===== src/sv/qett_pkg.sv =====
// shared types, constants and microcode program for the quaternion escape-time test
package qett_pkg;

  localparam int unsigned MAXIT_W    = 8;
  localparam int unsigned LIMIT_W    = 20;
  localparam int unsigned CFG_IDX_W  = 2;
  localparam int unsigned CFG_DATA_W = 20;
  localparam int unsigned PC_W       = 4;

  typedef logic [CFG_IDX_W-1:0] cfg_idx_t;
  typedef logic [PC_W-1:0]      pc_t;
  typedef logic [1:0]           zsel_t;

  // register indexes of the configuration port
  localparam cfg_idx_t CFG_MAX_ITER = cfg_idx_t'(0);
  localparam cfg_idx_t CFG_ESC_LIM  = cfg_idx_t'(1);
  localparam cfg_idx_t CFG_INS_LIM  = cfg_idx_t'(2);

  localparam logic [MAXIT_W-1:0] MAX_ITER_RST = 8'd20;
  localparam logic [LIMIT_W-1:0] ESC_LIM_RST  = 20'd16;
  localparam logic [LIMIT_W-1:0] INS_LIM_RST  = 20'd4;

  // z component selects
  localparam zsel_t Z_A = zsel_t'(0);
  localparam zsel_t Z_B = zsel_t'(1);
  localparam zsel_t Z_C = zsel_t'(2);
  localparam zsel_t Z_D = zsel_t'(3);

  // microcode addresses
  localparam pc_t PC_TEST   = pc_t'(0);
  localparam pc_t PC_MUL_AB = pc_t'(1);
  localparam pc_t PC_MUL_AC = pc_t'(2);
  localparam pc_t PC_MUL_AD = pc_t'(3);
  localparam pc_t PC_UPD    = pc_t'(4);
  localparam pc_t PC_SQ_A   = pc_t'(5);
  localparam pc_t PC_SQ_B   = pc_t'(6);
  localparam pc_t PC_SQ_C   = pc_t'(7);
  localparam pc_t PC_SQ_D   = pc_t'(8);
  localparam pc_t PC_ACC    = pc_t'(9);
  localparam pc_t PC_FINISH = pc_t'(10);

  typedef enum logic [1:0] {
    ACC_NONE = 2'd0,
    ACC_LOAD = 2'd1,
    ACC_SUB  = 2'd2
  } acc_op_e;

  typedef enum logic [1:0] {
    JMP_NONE    = 2'd0,
    JMP_ALWAYS  = 2'd1,
    JMP_IF_STOP = 2'd2
  } jmp_e;

  typedef struct packed {
    logic    mul_en;
    logic    mul_sq;
    zsel_t   mul_y;
    logic    wbp_en;
    zsel_t   wbp_idx;
    logic    wbr_en;
    logic    iter_inc;
    acc_op_e acc;
    jmp_e    jmp;
    pc_t     target;
    logic    finish;
  } cw_t;

  typedef struct packed {
    logic    start;
    logic    mul_en;
    logic    mul_sq;
    zsel_t   mul_y;
    logic    wbp_en;
    zsel_t   wbp_idx;
    logic    wbr_en;
    logic    iter_inc;
    acc_op_e acc;
    logic    finish;
  } dp_ctrl_t;

  typedef struct packed {
    logic stop;
  } dp_status_t;

  // one iteration: three cross products written back to b, c, d, then a from
  // the stored real part, then the four squares of the new z build norm and r
  function automatic cw_t ucode_rom(input pc_t pc);
    cw_t cw;
    cw = '0;
    cw.acc = ACC_NONE;
    cw.jmp = JMP_NONE;
    case (pc)
      PC_TEST: begin
        cw.jmp    = JMP_IF_STOP;
        cw.target = PC_FINISH;
      end
      PC_MUL_AB: begin
        cw.mul_en = 1'b1;
        cw.mul_y  = Z_B;
      end
      PC_MUL_AC: begin
        cw.mul_en  = 1'b1;
        cw.mul_y   = Z_C;
        cw.wbp_en  = 1'b1;
        cw.wbp_idx = Z_B;
      end
      PC_MUL_AD: begin
        cw.mul_en  = 1'b1;
        cw.mul_y   = Z_D;
        cw.wbp_en  = 1'b1;
        cw.wbp_idx = Z_C;
      end
      PC_UPD: begin
        cw.wbp_en   = 1'b1;
        cw.wbp_idx  = Z_D;
        cw.wbr_en   = 1'b1;
        cw.iter_inc = 1'b1;
      end
      PC_SQ_A: begin
        cw.mul_en = 1'b1;
        cw.mul_sq = 1'b1;
        cw.mul_y  = Z_A;
      end
      PC_SQ_B: begin
        cw.mul_en = 1'b1;
        cw.mul_sq = 1'b1;
        cw.mul_y  = Z_B;
        cw.acc    = ACC_LOAD;
      end
      PC_SQ_C: begin
        cw.mul_en = 1'b1;
        cw.mul_sq = 1'b1;
        cw.mul_y  = Z_C;
        cw.acc    = ACC_SUB;
      end
      PC_SQ_D: begin
        cw.mul_en = 1'b1;
        cw.mul_sq = 1'b1;
        cw.mul_y  = Z_D;
        cw.acc    = ACC_SUB;
      end
      PC_ACC: begin
        cw.acc    = ACC_SUB;
        cw.jmp    = JMP_ALWAYS;
        cw.target = PC_TEST;
      end
      PC_FINISH: begin
        cw.finish = 1'b1;
      end
      default: begin
        cw.finish = 1'b1;
      end
    endcase
    return cw;
  endfunction

endpackage


===== src/sv/qett_dp.sv =====
// datapath: config registers, z registers, shared multiplier, norm and real-part accumulators
module qett_dp #(
  parameter int unsigned FRAC_BITS  = 12,
  parameter int unsigned WORD_WIDTH = 16
) (
  input  logic                                   clk_i,
  input  logic                                   rst_ni,
  input  logic                                   cfg_we_i,
  input  qett_pkg::cfg_idx_t                     cfg_idx_i,
  input  logic [qett_pkg::CFG_DATA_W-1:0]        cfg_data_i,
  input  logic signed [WORD_WIDTH-1:0]           c_real_i,
  input  logic signed [WORD_WIDTH-1:0]           c_i_i,
  input  logic signed [WORD_WIDTH-1:0]           c_j_i,
  input  logic signed [WORD_WIDTH-1:0]           c_k_i,
  input  qett_pkg::dp_ctrl_t                     ctrl_i,
  output qett_pkg::dp_status_t                   status_o,
  output logic                                   inside_res_o
);
  import qett_pkg::*;

  localparam int unsigned ZW   = WORD_WIDTH + 8;
  localparam int unsigned PW   = 2 * ZW;
  localparam int unsigned NW   = PW + 1;
  localparam int unsigned SW   = NW + 1;
  localparam int unsigned LIMW = LIMIT_W + 2 * FRAC_BITS;
  localparam int unsigned CMPW = (NW > LIMW) ? NW : LIMW;

  logic [MAXIT_W-1:0] max_q;
  logic [LIMIT_W-1:0] esc_q, ins_q;
  logic [MAXIT_W-1:0] iter_q;
  logic               res_q;

  logic signed [WORD_WIDTH-1:0] c_a_q, c_b_q, c_c_q, c_d_q;
  logic signed [ZW-1:0]         z_a_q, z_b_q, z_c_q, z_d_q;
  logic signed [PW-1:0]         p_q;
  logic signed [NW-1:0]         r_q;
  logic [NW-1:0]                norm_q;

  logic signed [ZW-1:0]         opx, opy, wbp_val, wbr_val;
  logic signed [WORD_WIDTH-1:0] wbp_c;
  logic signed [NW-1:0]         pe, p2;
  logic [LIMW-1:0]              esc_sh, ins_sh;

  // floor shift, add c, saturate to the z range
  function automatic logic signed [ZW-1:0] sat_add(input logic signed [NW-1:0] v,
                                                   input logic signed [WORD_WIDTH-1:0] c);
    logic signed [SW-1:0] sum;
    logic [SW-ZW:0]       top;
    sum = SW'(v >>> FRAC_BITS) + SW'(c);
    top = sum[SW-1:ZW-1];
    if ((&top) || !(|top)) begin
      return sum[ZW-1:0];
    end else if (sum[SW-1]) begin
      return {1'b1, {(ZW-1){1'b0}}};
    end else begin
      return {1'b0, {(ZW-1){1'b1}}};
    end
  endfunction

  always_comb begin
    case (ctrl_i.mul_y)
      Z_A:     opy = z_a_q;
      Z_B:     opy = z_b_q;
      Z_C:     opy = z_c_q;
      default: opy = z_d_q;
    endcase
  end
  assign opx = ctrl_i.mul_sq ? opy : z_a_q;

  always_comb begin
    case (ctrl_i.wbp_idx)
      Z_B:     wbp_c = c_b_q;
      Z_C:     wbp_c = c_c_q;
      default: wbp_c = c_d_q;
    endcase
  end

  assign pe      = NW'(p_q);
  assign p2      = pe <<< 1;
  assign wbp_val = sat_add(p2, wbp_c);
  assign wbr_val = sat_add(r_q, c_a_q);

  assign esc_sh = {esc_q, {(2 * FRAC_BITS){1'b0}}};
  assign ins_sh = {ins_q, {(2 * FRAC_BITS){1'b0}}};

  assign status_o.stop = (CMPW'(norm_q) > CMPW'(esc_sh)) || (iter_q == max_q);

  always_ff @(posedge clk_i or negedge rst_ni) begin
    if (!rst_ni) begin
      max_q  <= MAX_ITER_RST;
      esc_q  <= ESC_LIM_RST;
      ins_q  <= INS_LIM_RST;
      iter_q <= '0;
    end else begin
      if (cfg_we_i) begin
        case (cfg_idx_i)
          CFG_MAX_ITER: max_q <= cfg_data_i[MAXIT_W-1:0];
          CFG_ESC_LIM:  esc_q <= cfg_data_i[LIMIT_W-1:0];
          CFG_INS_LIM:  ins_q <= cfg_data_i[LIMIT_W-1:0];
          default: ;
        endcase
      end
      if (ctrl_i.start) begin
        iter_q <= '0;
      end else if (ctrl_i.iter_inc) begin
        iter_q <= iter_q + MAXIT_W'(1);
      end
    end
  end

  always_ff @(posedge clk_i) begin
    if (ctrl_i.start) begin
      c_a_q  <= c_real_i;
      c_b_q  <= c_i_i;
      c_c_q  <= c_j_i;
      c_d_q  <= c_k_i;
      z_a_q  <= '0;
      z_b_q  <= '0;
      z_c_q  <= '0;
      z_d_q  <= '0;
      r_q    <= '0;
      norm_q <= '0;
    end else begin
      if (ctrl_i.mul_en) begin
        p_q <= opx * opy;
      end
      if (ctrl_i.wbp_en) begin
        case (ctrl_i.wbp_idx)
          Z_B:     z_b_q <= wbp_val;
          Z_C:     z_c_q <= wbp_val;
          default: z_d_q <= wbp_val;
        endcase
      end
      if (ctrl_i.wbr_en) begin
        z_a_q <= wbr_val;
      end
      case (ctrl_i.acc)
        ACC_LOAD: begin
          r_q    <= pe;
          norm_q <= pe;
        end
        ACC_SUB: begin
          r_q    <= r_q - pe;
          norm_q <= norm_q + pe;
        end
        default: ;
      endcase
    end
    if (ctrl_i.finish) begin
      res_q <= (CMPW'(norm_q) < CMPW'(ins_sh));
    end
  end

  assign inside_res_o = res_q;

endmodule


===== config.mk =====
export PLATFORM = sky130hd
export DESIGN_NAME = qett_dp
export DESIGN_NICKNAME = d
export VERILOG_FILES = /design/src/sv/qett_pkg.sv /design/src/sv/qett_dp.sv
export SDC_FILE = /design/constraint.sdc
export NUM_CORES = 2
export LEC_CHECK = 0
export BUFFER_PORTS_ARGS = -buffer_cell sky130_fd_sc_hd__buf_2
export CAP_MARGIN = 15
export CORE_MARGIN = 4
export CORE_UTILIZATION = 30
export DETAILED_ROUTE_END_ITERATION = 16
export PLACE_DENSITY = 0.5
export RECOVER_POWER = 50
export SYNTH_ARGS = -nofsm -noshare
export SYNTH_HDL_FRONTEND = slang
export SYNTH_SLANG_ARGS = --single-unit

===== constraint.sdc =====
create_clock -name clk_i -period 26.2 [get_ports clk_i]
set_input_delay 2.62 -clock clk_i [delete_from_list [all_inputs] [get_ports clk_i]]
set_output_delay 2.62 -clock clk_i [all_outputs]
set_load 0.01 [all_outputs]

==> impl_metrics.json <==
{
  "status": "complete, but fails checks",
  "violations": "max-capacitance violations, max-slew violations",
  "synthesis.nets": 6015,
  "mostFrequentLayoutCell": "sky130_fd_sc_hd__inv_1",
  "max_cap_violations": 4,
  "htree_num_levels": 2,
  "worstSetupStartpoint": "ctrl_i[8]",
  "worst_ep_arrival_time_ns": 13.15,
  "tightest_pin_transition_ns": 7.842,
  "global_route.usage.total": 0.1853,
  "total_cell_area_at_the_placement_stage_um2": 47900,
  "postCtsSetupBuffers": 0,
  "dominantRegCellSynth": "sky130_fd_sc_hd__dfxtp_1",
  "finalHoldWorstSlack_ns": 0.4756,
  "synth_enable_flop_cells": 113,
  "final_hold_viol_count": 0,
  "routabilityCongestion": 0.9008,
  "cts_tree": "done",
  "multiInputGateArea_um2": 32760,
  "timing.final.max_slew_violations": 275,
  "number_of_global_route_vias_before_repair": 36590,
  "critical_path.max_stage_delay_ns": 0.88,
  "synthesis.area_per_instance_um2": 9.116,
  "final_antenna_net_count": 0,
  "crit_path_max_fanout": 39,
  "mostFrequentLayoutCells": "sky130_fd_sc_hd__inv_1 (784), sky130_fd_sc_hd__fa_1 (611), sky130_fd_sc_hd__nor2_1 (471)",
  "timing.max_slew.rel_slack": -4.228,
  "clkSlewWorstSetupHoldPaths_ns": 0.06,
  "routedWlPerCell_um": 20.87,
  "worstHoldPathType": "reg2reg",
  "vias": 35720,
  "ys_seq_area_frac": 0.1922,
  "fin_util": 0.3298,
  "cp_data_required_time_ns": 26.52,
  "cp-start-kind": "primary input",
  "top_level_ports": 104,
  "finalSetupViolCount": 0,
  "initial_core_util": 0.3016,
  "first_pass_grt_wire_length_um": 224200,
  "antenna_violations_before_repair": 7,
  "synthesis.instances": 4955,
  "drt-vias-per-instance": 5.092,
  "end_kind": "flip-flop",
  "totalWireLength_um": 146400,
  "netlist-cell-type-count": 89,
  "largest_net_degree_at_the_start_of_global_routing": 132,
  "port_buffers": 103,
  "drt_iter0_drc": 2393,
  "total_drc_errors_in_the_routed_layout": 0,
  "worst_hold_startpoint": "z_b_q[2]",
  "coreArea_um2": 149800,
  "die_width_um": 396.0,
  "setup-tns-final_ns": 0,
  "place_hpwl_um": 114700,
  "global_route.overflow_total": 0,
  "setup_repair_after_global_routing_missed_its_margin": "no",
  "cts_hold_buf": 0,
  "drive_above_1_share": 0.08248,
  "path_common_cell": "sky130_fd_sc_hd__fa_1",
  "bufs_on_longest_clock_path": 3,
  "fraction_of_synthesis_flops_using_an_asynchronous_set_or_reset_pin": 0.1543,
  "drt_pre_antenna_iters": 6,
  "syn_area_um2": 45170,
  "fillers": 15600,
  "critical_path_class": "in2reg",
  "synth_warnings": 0,
  "layout_worst_path_cycle_share": 0.4896,
  "die_height_um": 396.0,
  "root_buffer": "sky130_fd_sc_hd__clkbuf_16",
  "final_cell_area_um2": 49390,
  "skew_ns": 0.02401,
  "floorplan.die_area_um2": 156800,
  "num_rows": 142,
  "tritoncts_num_sinks": 363,
  "cts_buffers": 43,
  "final_min_period_ns": 12.83,
  "crit_slowest_cell": "sky130_fd_sc_hd__o21ai_2",
  "area_taken_by_flip_flops_and_latches_um2": 8683,
  "areaGrowthSynthToFinish_pct": 9.340,
  "max_freq_mhz": 77.96,
  "post_cts_resized": 0,
  "ys_seq_elements": 363,
  "clk-insertion-delay-late_ns": 0.60,
  "rr_startpoint": "z_a_q[8]",
  "design.final.nets": 6020
}
## metrics by stage
step	std cells	worst slack (ns)
final	7015	13.37
after floorplan	4955	14.72
after CTS	7009	13.53
after global routing	7012	12.76
after detailed placement	6929	12.92
after global placement	6929	13.10
## cell type report
| class | count | area share |
|---|---|---|
| inverters | 787 | 0.05981 |
| diodes | 4 | 0.0002027 |
| multi-input cells | 3600 | 0.6632 |
| repair buffers | 165 | 0.01913 |
| flip-flops and latches | 363 | 0.1758 |
| clock inverters | 28 | 0.007068 |
| well taps | 2016 | 0.05107 |
| clock buffers | 52 | 0.02369 |
## critical path: cells and delay by family
family / cells / cell delay, ns
compound gates: 8 / 3.69
buf+inv: 8 / 1.18
fa+ha+maj: 8 / 3.80
mux: 2 / 0.94
xor+xnor: 1 / 0.14
simple gates: 3 / 0.68
## kinds of logic (layout without fill, tap and decap cells)
family | after synthesis | in the layout | synth area share
simple gates | 1268 | 1268 | 0.1230
compound gates | 1022 | 1022 | 0.1562
buf+inv | 992 | 1032 | 0.08437
fa+ha+maj | 958 | 958 | 0.3669
flops | 363 | 363 | 0.1922
xor+xnor | 203 | 203 | 0.03936
mux | 149 | 149 | 0.03795
other cells | 0 | 4 | 0
## flip-flops by register name, indices dropped and copies added (netlist names), 8 cells and up
signal / count
z_c_q: 24
esc_q: 20
z_d_q: 24
c_a_q: 16
p_q: 48
c_b_q: 16
z_a_q: 24
ins_q: 20
r_q: 49
c_c_q: 16
c_d_q: 16
max_q: 8
z_b_q: 24
iter_q: 8
norm_q: 49
## layer usage
layer	part of all wire	wire (um)	global-route usage
met5	0	0	0
met4	0.027	3946	0.04862
met3	0.058	8521	0.02378
met2	0.48	69960	0.3142
met1	0.44	64010	0.2494
## cells in the mapped netlist, drive strengths merged (36+ instances only)
cell,instances,area share
inv,785,0.065
fa,611,0.27
nor2,471,0.039
nand2,468,0.039
ha,347,0.096
a21oi,288,0.033
dfxtp,194,0.086
o21ai,180,0.020
clkbuf,158,0.013
xnor2,127,0.025
a21o,120,0.020
edfxtp,113,0.075
mux2,88,0.022
xor2,76,0.015
o221a,66,0.016
dfrtp,52,0.029
mux2i,52,0.012
a211oi,49,0.0081
nand3,49,0.0054
buf,47,0.0058
o21a,44,0.0075
nand2b,40,0.0055
and2,37,0.0051
nor2b,36,0.0050
nor3,36,0.0041
o21bai,36,0.0060
## final timing paths
kind | to | slack (ns) | depth (start not counted)
min in group asynchronous | iter_q[3] | 3.12 | 2
max in group asynchronous | esc_q[19] | 21.33 | 2
hold / removal | z_b_q[2] | 0.48 | 2
hold reg to reg | z_b_q[2] | 0.48 | 2
setup / recovery | p_q[47] | 13.37 | 30
setup reg to reg | p_q[47] | 15.81 | 28
Power is left out: the tool's default activity adds up to more than one toggle a clock period on the data nets, which glitch-free logic cannot reach.
